[src/rtl/slrb_pkg.sv]
`timescale 1ns / 1ps
`default_nettype none

package slrb_pkg;

	// longest run that is counted; longer runs saturate here
	localparam int unsigned RUN_LIMIT = 4095;
	localparam int unsigned RUN_W     = $clog2(RUN_LIMIT + 1);

	localparam int unsigned SAMPLE_W  = 16;
	localparam int unsigned MODE_W    = 3;
	localparam int unsigned COUNT_W   = 11;
	localparam int unsigned COUNT_MAX = 2047;
	localparam int unsigned CAL_CNT_W = 16;
	localparam int unsigned CFG_IDX_W = 2;
	localparam int unsigned CFG_W     = 16;

	// bit rate / sample rate = 3145728 / 10000000 = 24576 / 78125
	localparam longint unsigned SCALE_NUM = 24576;
	localparam longint unsigned SCALE_DEN = 78125;
	// denominator is odd, so a tie never occurs: round = floor((x + (den-1)/2) / den)
	localparam longint unsigned HALF_DEN  = (SCALE_DEN - 1) / 2;

	// reciprocal divide: floor(x / den) == (x * RECIP) >> RECIP_SH for x < 2**NUM_W
	localparam int unsigned     NUM_W    = RUN_W + 16;
	localparam int unsigned     RECIP_SH = NUM_W + 17;
	localparam int unsigned     RECIP_W  = RECIP_SH - 16;
	localparam longint unsigned RECIP    = ((64'd1 << RECIP_SH) + SCALE_DEN - 1) / SCALE_DEN;
	localparam int unsigned     PROD_W   = NUM_W + RECIP_W;
	localparam int unsigned     Q_W      = RUN_W;

	typedef enum logic [MODE_W-1:0] {
		MODE_DATA    = 3'd0,
		MODE_CAL     = 3'd1,
		MODE_CAL_END = 3'd2,
		MODE_FLUSH   = 3'd3,
		MODE_CLEAR   = 3'd4
	} mode_t;

	typedef enum logic [CFG_IDX_W-1:0] {
		CFG_INVERT     = 2'd0,
		CFG_MAN_THRESH = 2'd1,
		CFG_MAN_ENABLE = 2'd2,
		CFG_CAL_LENGTH = 2'd3
	} cfg_index_t;

	typedef struct packed {
		logic [MODE_W-1:0]          mode;
		logic signed [SAMPLE_W-1:0] sample;
	} in_item_t;

	typedef struct packed {
		logic               bit_level;
		logic [COUNT_W-1:0] bit_count;
	} out_item_t;

	// a finished run on its way to the scaler
	typedef struct packed {
		logic             level;
		logic             flush;
		logic [RUN_W-1:0] run;
	} run_end_t;

endpackage

`default_nettype wire

[src/rtl/slrb_scale.sv]
`timescale 1ns / 1ps
`default_nettype none

module slrb_scale (
	input  wire                   clk,
	input  wire                   arst_n,
	input  wire                   run_valid,
	input  slrb_pkg::run_end_t    run_data,
	output logic                  run_ready,
	output logic                  out_valid,
	output slrb_pkg::out_item_t   out_data,
	input  wire                   out_stall
);

	logic                          valid_s2;
	logic                          level_s2;
	logic                          flush_s2;
	logic [slrb_pkg::Q_W-1:0]      q_s2;

	logic                          out_valid_q;
	slrb_pkg::out_item_t           out_data_q;

	logic                          out_load;
	logic                          s2_free;
	logic [slrb_pkg::NUM_W-1:0]    num;
	logic [slrb_pkg::PROD_W-1:0]   prod;
	logic [slrb_pkg::COUNT_W-1:0]  cnt_sat;
	logic [slrb_pkg::COUNT_W-1:0]  cnt;
	logic                          emit;

	assign out_load  = !out_valid_q || !out_stall;
	assign s2_free   = !valid_s2 || out_load;
	assign run_ready = s2_free;

	// run * 24576 + rounding offset, then divide by 78125 through the reciprocal
	assign num  = slrb_pkg::NUM_W'(run_data.run) * slrb_pkg::NUM_W'(slrb_pkg::SCALE_NUM)
		+ slrb_pkg::NUM_W'(slrb_pkg::HALF_DEN);
	assign prod = slrb_pkg::PROD_W'(num) * slrb_pkg::PROD_W'(slrb_pkg::RECIP);

	always_ff @(posedge clk or negedge arst_n) begin
		if (!arst_n) begin
			valid_s2 <= 1'b0;
		end else if (s2_free) begin
			valid_s2 <= run_valid;
		end
	end

	always_ff @(posedge clk) begin
		if (s2_free && run_valid) begin
			level_s2 <= run_data.level;
			flush_s2 <= run_data.flush;
			q_s2     <= prod[slrb_pkg::RECIP_SH +: slrb_pkg::Q_W];
		end
	end

	always_comb begin
		if (32'(q_s2) > 32'(slrb_pkg::COUNT_MAX))
			cnt_sat = slrb_pkg::COUNT_W'(slrb_pkg::COUNT_MAX);
		else
			cnt_sat = slrb_pkg::COUNT_W'(q_s2);
		// a level change always reports at least one bit; a flush of zero bits is dropped
		cnt  = cnt_sat;
		emit = 1'b1;
		if (cnt_sat == '0) begin
			if (flush_s2)
				emit = 1'b0;
			else
				cnt = slrb_pkg::COUNT_W'(1);
		end
	end

	always_ff @(posedge clk or negedge arst_n) begin
		if (!arst_n) begin
			out_valid_q <= 1'b0;
		end else if (out_load) begin
			out_valid_q <= valid_s2 && emit;
		end
	end

	always_ff @(posedge clk) begin
		if (out_load && valid_s2) begin
			out_data_q.bit_level <= level_s2;
			out_data_q.bit_count <= cnt;
		end
	end

	assign out_valid = out_valid_q;
	assign out_data  = out_data_q;

endmodule

`default_nettype wire

[src/rtl/sliced_run_length_bit_recovery.sv]
`timescale 1ns / 1ps
`default_nettype none
// A result reaches out_valid through the run register, the scaling multiply register and
// the output register after the transfer of the item that closes the run.
// Throughput: one item per cycle while in_stall is low; the run and calibration state update
// in the cycle of the transfer, and the count scaling is pipelined behind it.
// Reset (arst_n low, asynchronous): registers, runs and calibration clear, no threshold.

module sliced_run_length_bit_recovery (
	input  wire                               clk,
	input  wire                               arst_n,
	input  wire                               in_valid,
	output logic                              in_stall,
	input  slrb_pkg::in_item_t                in_data,
	output logic                              out_valid,
	input  wire                               out_stall,
	output slrb_pkg::out_item_t               out_data,
	input  wire                               cfg_wr_en,
	input  wire [slrb_pkg::CFG_IDX_W-1:0]     cfg_index,
	input  wire [slrb_pkg::CFG_W-1:0]         cfg_data
);

	// configuration
	logic                                  invert_q;
	logic signed [slrb_pkg::SAMPLE_W-1:0]  man_thresh_q;
	logic                                  man_enable_q;
	logic [slrb_pkg::CAL_CNT_W-1:0]        cal_length_q;

	// run and calibration state
	logic [slrb_pkg::RUN_W-1:0]            run_len_q;
	logic                                  run_high_q;
	logic signed [slrb_pkg::SAMPLE_W-1:0]  cal_thresh_q;
	logic                                  cal_valid_q;
	logic signed [slrb_pkg::SAMPLE_W-1:0]  cal_min_q;
	logic signed [slrb_pkg::SAMPLE_W-1:0]  cal_max_q;
	logic [slrb_pkg::CAL_CNT_W-1:0]        cal_seen_q;

	logic                                  valid_s1;
	slrb_pkg::run_end_t                    end_s1;

	logic [slrb_pkg::RUN_W-1:0]            run_len_d;
	logic                                  run_high_d;
	logic signed [slrb_pkg::SAMPLE_W-1:0]  cal_thresh_d;
	logic                                  cal_valid_d;
	logic signed [slrb_pkg::SAMPLE_W-1:0]  cal_min_d;
	logic signed [slrb_pkg::SAMPLE_W-1:0]  cal_max_d;
	logic [slrb_pkg::CAL_CNT_W-1:0]        cal_seen_d;
	logic                                  emit_d;
	slrb_pkg::run_end_t                    end_d;

	logic                                  accept;
	logic                                  s1_ready;
	logic                                  thr_valid;
	logic signed [slrb_pkg::SAMPLE_W-1:0]  thr;
	logic                                  high;
	logic signed [slrb_pkg::SAMPLE_W:0]    cal_sum;
	logic signed [slrb_pkg::SAMPLE_W:0]    cal_sum_adj;

	assign in_stall = valid_s1 && !s1_ready;
	assign accept   = in_valid && !in_stall;

	assign thr_valid = man_enable_q || cal_valid_q;
	assign thr       = man_enable_q ? man_thresh_q : cal_thresh_q;
	assign high      = (in_data.sample >= thr);

	// midpoint, truncated toward zero
	assign cal_sum     = {cal_min_q[slrb_pkg::SAMPLE_W-1], cal_min_q}
		+ {cal_max_q[slrb_pkg::SAMPLE_W-1], cal_max_q};
	assign cal_sum_adj = cal_sum + {{slrb_pkg::SAMPLE_W{1'b0}}, cal_sum[slrb_pkg::SAMPLE_W]};

	always_comb begin
		run_len_d    = run_len_q;
		run_high_d   = run_high_q;
		cal_thresh_d = cal_thresh_q;
		cal_valid_d  = cal_valid_q;
		cal_min_d    = cal_min_q;
		cal_max_d    = cal_max_q;
		cal_seen_d   = cal_seen_q;
		emit_d       = 1'b0;
		end_d.level  = ~run_high_q ^ invert_q;
		end_d.flush  = 1'b0;
		end_d.run    = run_len_q;

		case (slrb_pkg::mode_t'(in_data.mode))
			slrb_pkg::MODE_DATA: begin
				if (thr_valid) begin
					if (run_len_q == '0) begin
						run_len_d  = slrb_pkg::RUN_W'(1);
						run_high_d = high;
					end else if (high == run_high_q) begin
						if (run_len_q < slrb_pkg::RUN_W'(slrb_pkg::RUN_LIMIT))
							run_len_d = run_len_q + slrb_pkg::RUN_W'(1);
					end else begin
						emit_d     = 1'b1;
						run_len_d  = slrb_pkg::RUN_W'(1);
						run_high_d = high;
					end
				end
			end
			slrb_pkg::MODE_CAL: begin
				if (!(cal_length_q != '0 && cal_seen_q >= cal_length_q)) begin
					if (cal_seen_q == '0) begin
						cal_min_d = in_data.sample;
						cal_max_d = in_data.sample;
					end else begin
						if (in_data.sample < cal_min_q)
							cal_min_d = in_data.sample;
						if (in_data.sample > cal_max_q)
							cal_max_d = in_data.sample;
					end
					if (cal_seen_q != '1)
						cal_seen_d = cal_seen_q + slrb_pkg::CAL_CNT_W'(1);
				end
			end
			slrb_pkg::MODE_CAL_END: begin
				if (cal_seen_q != '0) begin
					cal_thresh_d = cal_sum_adj[slrb_pkg::SAMPLE_W:1];
					cal_valid_d  = 1'b1;
					cal_seen_d   = '0;
				end
			end
			slrb_pkg::MODE_FLUSH: begin
				if (thr_valid && run_len_q != '0) begin
					emit_d      = 1'b1;
					end_d.flush = 1'b1;
					run_len_d   = '0;
					run_high_d  = 1'b0;
				end
			end
			slrb_pkg::MODE_CLEAR: begin
				run_len_d  = '0;
				run_high_d = 1'b0;
			end
			default: begin
			end
		endcase
	end

	always_ff @(posedge clk or negedge arst_n) begin
		if (!arst_n) begin
			invert_q     <= 1'b0;
			man_thresh_q <= '0;
			man_enable_q <= 1'b0;
			cal_length_q <= '0;
		end else if (cfg_wr_en) begin
			case (slrb_pkg::cfg_index_t'(cfg_index))
				slrb_pkg::CFG_INVERT:     invert_q     <= cfg_data[0];
				slrb_pkg::CFG_MAN_THRESH: man_thresh_q <= cfg_data;
				slrb_pkg::CFG_MAN_ENABLE: man_enable_q <= cfg_data[0];
				slrb_pkg::CFG_CAL_LENGTH: cal_length_q <= cfg_data;
				default: begin
				end
			endcase
		end
	end

	always_ff @(posedge clk or negedge arst_n) begin
		if (!arst_n) begin
			run_len_q    <= '0;
			run_high_q   <= 1'b0;
			cal_thresh_q <= '0;
			cal_valid_q  <= 1'b0;
			cal_min_q    <= '0;
			cal_max_q    <= '0;
			cal_seen_q   <= '0;
		end else if (accept) begin
			run_len_q    <= run_len_d;
			run_high_q   <= run_high_d;
			cal_thresh_q <= cal_thresh_d;
			cal_valid_q  <= cal_valid_d;
			cal_min_q    <= cal_min_d;
			cal_max_q    <= cal_max_d;
			cal_seen_q   <= cal_seen_d;
		end
	end

	// a transfer is only taken when stage 1 is empty or moving on
	always_ff @(posedge clk or negedge arst_n) begin
		if (!arst_n) begin
			valid_s1 <= 1'b0;
		end else if (accept) begin
			valid_s1 <= emit_d;
		end else if (s1_ready) begin
			valid_s1 <= 1'b0;
		end
	end

	always_ff @(posedge clk) begin
		if (accept && emit_d) begin
			end_s1 <= end_d;
		end
	end

	slrb_scale u_scale (
		.clk       (clk),
		.arst_n    (arst_n),
		.run_valid (valid_s1),
		.run_data  (end_s1),
		.run_ready (s1_ready),
		.out_valid (out_valid),
		.out_data  (out_data),
		.out_stall (out_stall)
	);

endmodule

`default_nettype wire

[config.mk]
export PLATFORM = sky130hd
export DESIGN_NAME = sliced_run_length_bit_recovery
export DESIGN_NICKNAME = d
export VERILOG_FILES = /design/src/rtl/slrb_pkg.sv /design/src/rtl/slrb_scale.sv /design/src/rtl/sliced_run_length_bit_recovery.sv
export SDC_FILE = /design/constraint.sdc
export NUM_CORES = 1
export LEC_CHECK = 0
export ABC_AREA = 0
export BUFFER_PORTS_ARGS = -buffer_cell sky130_fd_sc_hd__buf_4
export CELL_PAD_IN_SITES_DETAIL_PLACEMENT = 1
export CELL_PAD_IN_SITES_GLOBAL_PLACEMENT = 2
export CORE_MARGIN = 5
export CORE_UTILIZATION = 35
export DETAILED_ROUTE_END_ITERATION = 10
export PLACE_DENSITY = 0.74
export REMOVE_ABC_BUFFERS = 1
export SETUP_SLACK_MARGIN = 0.05
export SYNTH_ARGS = -nofsm -noshare
export SYNTH_HDL_FRONTEND = slang
export SYNTH_SLANG_ARGS = --single-unit
[constraint.sdc]
create_clock -name clk -period 9.3 [get_ports clk]
set_input_delay 0.93 -clock clk [delete_from_list [all_inputs] [get_ports clk]]
set_output_delay 0.93 -clock clk [all_outputs]
set_load 0.03 [all_outputs]
# Word level (Yosys, flattened, before mapping)
# Index checks and enable logic that the tools add are counted.
[word_totals]
reg_bits = 155
elab_cells = 125
input_bits = 42
out_inout_bits = 14
[classes]
addsub = 5
eq_ne = 16
reduce_logical = 39
multipliers = 2
n_lt_le_gt_ge = 6
bitwise_logic = 3
n_mux = 32
[ops]
columns = ["operator", "count"]
rows = [
  ["$mux W16", 8],
  ["$mux W12", 5],
  ["$mul A28 B29 Y57 const B", 1],
  ["$pmux W12 S3", 1],
  ["$mux W11", 3],
  ["$ge A16 B16 Y1", 2],
  ["$pmux W16 S2", 1],
  ["$reduce_bool A16 Y1", 2],
  ["$add A27 B16 Y28 const B", 1],
  ["$add A16 B16 Y17", 1],
  ["$add A17 B1 Y17", 1],
  ["$add A16 B1 Y16 const B", 1],
  ["$gt A16 B16 Y1", 1],
  ["$logic_not A16 Y1", 1],
  ["$lt A16 B16 Y1", 1],
  ["$ne A16 B16 Y1 const B", 1],
  ["$reduce_and A5 Y1", 3],
  ["$mul A12 B2 Y14 const B", 1],
  ["$add A12 B1 Y12 const B", 1],
  ["$gt A12 B11 Y1 const B", 1],
  ["$logic_not A12 Y1", 1],
  ["$lt A12 B12 Y1 const B", 1],
  ["$mux W1", 12],
  ["$reduce_bool A12 Y1", 1],
  ["24 further kinds", 51],
]

# Longest topological paths before layout
[depth]
word_depth = 8
ltp_mapped = 35
mapped_depth_nobuf = 35

# Modules after synthesis
# From an unflattened synthesis, not the netlist that was laid out.
[unflattened]
hier_cells = 1942
area_unflattened_um2 = 19223.4
[modules_own_cells]
columns = ["module", "cells_each", "n_inst", "seq_area_each_um2", "area_each_um2"]
rows = [
  ["slrb_scale", 1104, 1, 830.8, 10831.6],
  ["sliced_run_length_bit_recovery", 838, 1, 3248.1, 8391.8],
]

# Worst setup path before layout
# No wires, ideal clock.
[synth_path]
path_type = "flip-flop to flip-flop"
from = "reg end_s1[0] (netlist name)"
to = "reg u_scale.q_s2[8] (netlist name) (data pin)"
period_less_slack_ns = 8.767
n_path_buf = 1
slack_ns = 0.533
t_arrival_ns = 8.495
setup_time_ns = 0.273
required_time_ns = 9.027
stages_incl_launch_ff = 33
cell_sequence = "edfxtp_1 > ha_1 > inv_1 > fa_1 > nor2b_4 > o31a_4 > o41a_1 > o41a_1 > xor2_2 > nor4b_4 > nand2_1 > nor2_1 > ha_1 > buf_4 > o21ai_2 > fa_1 > inv_1 > fa_1 > fa_1 > inv_1 > fa_1 > fa_1 > ha_1 > ha_1 > a21oi_1 > o21bai_1 > a2111o_1 > a2111oi_0 > nand2_1 > o211ai_1 > o21ai_0 > nand4b_1 > o211ai_1"
[synth_via]
elab_chain_cells = 3
[synth_lines]
columns = ["item", "line", "source"]
rows = [
  ["start: declaration", "sliced_run_length_bit_recovery.sv:39", "slrb_pkg::run_end_t end_s1;"],
  ["start signal: assignment", "sliced_run_length_bit_recovery.sv:190", "end_s1 <= end_d;"],
  ["$mul A12 B2 Y14", "slrb_scale.sv:36", "assign num = slrb_pkg::NUM_W'(run_data.run) * slrb_pkg::NUM_W'(slrb_pkg::SCALE_NUM)"],
  ["$add A27 B16 Y28", "slrb_scale.sv:37", "+ slrb_pkg::NUM_W'(slrb_pkg::HALF_DEN);"],
  ["$mul A28 B29 Y57", "slrb_scale.sv:38", "assign prod = slrb_pkg::PROD_W'(num) * slrb_pkg::PROD_W'(slrb_pkg::RECIP);"],
  ["named net u_scale.prod (one bit)", "slrb_scale.sv:26", "logic [slrb_pkg::PROD_W-1:0] prod;"],
  ["end signal: assignment", "slrb_scale.sv:52", "q_s2 <= prod[slrb_pkg::RECIP_SH +: slrb_pkg::Q_W];"],
  ["end: declaration", "slrb_scale.sv:18", "logic [slrb_pkg::Q_W-1:0] q_s2;"],
]
# The timed path passes the listed nets, and every way through them passes these cells.
# A chain may end at the register's enable or synchronous reset.

# Worst setup path in the final report
[layout_path]
from = "reg end_s1[1] (netlist name)"
to = "reg u_scale.q_s2[1] (netlist name) (data pin)"
# Same word-level chain as after synthesis.

==> results.md <==
- CP max FO: 6
- CTS Root Cell: clkbuf_16
- RSZ-0062 raised after global routing: true
- Clock sinks: around 160
- CP required: ~9.5 ns
- Critical Path AT: slightly above 9 ns
- Hold-fix buffers, CTS: 0
- Gate Count Post-Synth: ~1900
- First DRT Iteration DRCs: ~540
- Slew Limit Fails: 0
- Area growth from synthesis to layout: 12.9%
- Delay-heaviest family, CP: adder cells
- Primary FF master, synth: dfrtp_1
- Initial antenna violation count: 0
- Register area share after synthesis: 21.7%
- Rel. slew slack: about 27%
- Die Span Y: 242 um
- CTS Buf Count: 17
- Worst-path clk slew: about 0.07 ns
- Layout cells sized above 1: around 14%
- Number of synthesized flops with an enable pin: 40
- Synth cell types: 83
- Hold Crit Depth: 0
- Fin. Hold Viols: 0
- Worst setup path class: register to register
- Reg-to-reg slack, setup: roughly 0.25 ns
- First-pass DRT Iterations: 5
- Starting density of the core: 35.1%
- CTS max path bufs: 2
- Max cap viols: 0
- Worst Tran Pin Value: 1.09 ns
- Clock Latency Late Sink: 0.48 ns
- Yosys warns: 0
- CTS tree: yes
- Port Buf Inserts: 55
- GR Overflow Total: 0
- Number of I/O pins: 56
- Clk_skew: 0.0154 ns
- Core Box Area: 53600 um^2
- Async set-reset flop share out of synthesis: between 70% and 80%
- # DRC: 0
- Final antenna-violating net count: 0
- Synthesized cell area: 18800 um^2
- Mean Syn Cell Area: a little under 10 um^2
- R2R cell count: 34
- Status: finished, final reports clean
- Share of the clock period used by the worst path: 97.3%
- Final wirelength: 54.4 mm
- Final nets: 2531
- Post-DR wirelength/cell: 20.1 um
- Max Fclk: between 0.1 and 0.15 GHz
- Critical path depth: 34
- Hold WC Path Type: register to register
- # diodes: 0
- Via count: roughly 14000
- Register bit total from synthesis: ~160
- Fin crit period: a little over 9 ns
- Final setup fails: 0
- Total die area: between 50000 and 60000 um^2
- Largest net degree at the start of global routing: 61
- Placed wire-length estimate: 46.4 mm
- Post-route non-filler standard cell count: 2707
- H-tree depth: 4
- Most frequent CP cell: fa_1
- Crit path capture type: register
- First-pass GRT wire length: 87.1 mm
- Slowest cell on crit path: fa_1
- Row Count: 85
- Number of global-route vias before repair: about 16000
- Worst hold slack: 0.427 ns
- Placed insts: between 2000 and 3000
- Startpoint types: register
- Crit path largest cell delay: between 0.6 and 0.7 ns
- GP Congestion: 0.894
- Die width: 242 um
- All-Layer GR Usage: 18.8%
- WP buf/inv: 6
- Via density per instance: 5.14
-- cell type report --
type	instances	area, um^2
flip-flops and latches	155	4080
fillers	6098	32300
clock inverters	14	128
inverters	360	1360
clock buffers	18	429
multi-input cells	1357	13600
well taps	696	871
repair buffers	107	807
-- final timing paths --
kind,startpoint,to
min in group asynchronous,arst_n,cal_seen_q[12]
worst min-delay path,end_s1[13],u_scale.level_s2
worst min register to register,end_s1[13],u_scale.level_s2
worst max register to register,end_s1[1],u_scale.q_s2[1]
max in group asynchronous,arst_n,cal_min_q[0]
worst max-delay path,end_s1[1],u_scale.q_s2[1]
-- sequential cells by signal, indices dropped and copies added, names as in the netlist, 12 cells and up --
register,count
cal_length_q,16
cal_max_q,16
cal_min_q,16
cal_seen_q,16
cal_thresh_q,16
end_s1,14
man_thresh_q,16
run_len_q,12
u_scale.out_data,12
u_scale.q_s2,12
-- cell families after synthesis --
| family | after synthesis | share of synthesized area, % |
|---|---|---|
| flops | 155 | 21.7 |
| mux | 84 | 4.91 |
| simple gates | 390 | 10.9 |
| fa+ha+maj | 491 | 40.1 |
| buf+inv | 386 | 7.77 |
| xor+xnor | 82 | 3.93 |
| compound gates | 310 | 10.7 |
-- Yosys cell counts (36+ instances only) --
master	count	share of area, %
a21oi_1	82	2.2
dfrtp_1	115	15
edfxtp_1	40	6.4
fa_1	188	20
ha_1	303	20
inv_1	358	7.1
mux2_2	67	4.0
nand2_1	87	1.7
nand3_1	36	0.96
nor2_1	77	1.5
o21ai_0	79	2.1
xnor2_1	56	2.6
-- what timing repair did --
action / 4_1_cts / 5_1_grt
pin swaps: 1 / 38
resized for setup: 6 / 58
setup buffers: 2 / 9
endpoints found under the setup margin: 6 / 10
-- stage by stage --
stage          setup WS, ns  TNS [ns]  cell area, um^2  util, %
4_1_cts              0.0591         0            20900     39.0
2_1_floorplan         0.481         0            18700        -
3_5_place_dp         -0.239    -0.524            20300     37.9
5_1_grt             -0.0300   -0.0300            21300     39.6
6_report              0.253         0            21300     39.6
3_3_place_gp        0.00114         0            20300     37.9
-- routing by layer --
layer | wire length (um) | vias up | track usage, %
met4 | 1320 | 0 | 4.90
met5 | 0 | - | 0
met1 | 23800 | 7043 | 23.7
met3 | 1850 | 59 | 3.50
met2 | 27400 | 181 | 33.5
li1 | - | 6639 | -
-- layout by cell type (no fill, tap or decap), types with 54 or more instances in the layout --
master / n
a21oi_1: 78
buf_4: 106
dfrtp_1: 115
fa_1: 180
ha_1: 291
inv_1: 353
mux2_2: 67
nand2_1: 86
nor2_1: 75
o21ai_0: 74
xnor2_1: 54
-- worst reg2reg max path: cells and delay by family (launching register included) --
kind | cells | cell delay (ns)
fa+ha+maj | 10 | 3.77
compound gates | 10 | 2.33
simple gates | 4 | 0.81
xor+xnor | 4 | 0.75
buf+inv | 6 | 0.69
flops | 1 | 0.42
Power is not shown: default switching activity piles up to over one toggle a cycle in this logic, so the estimate is an artifact.
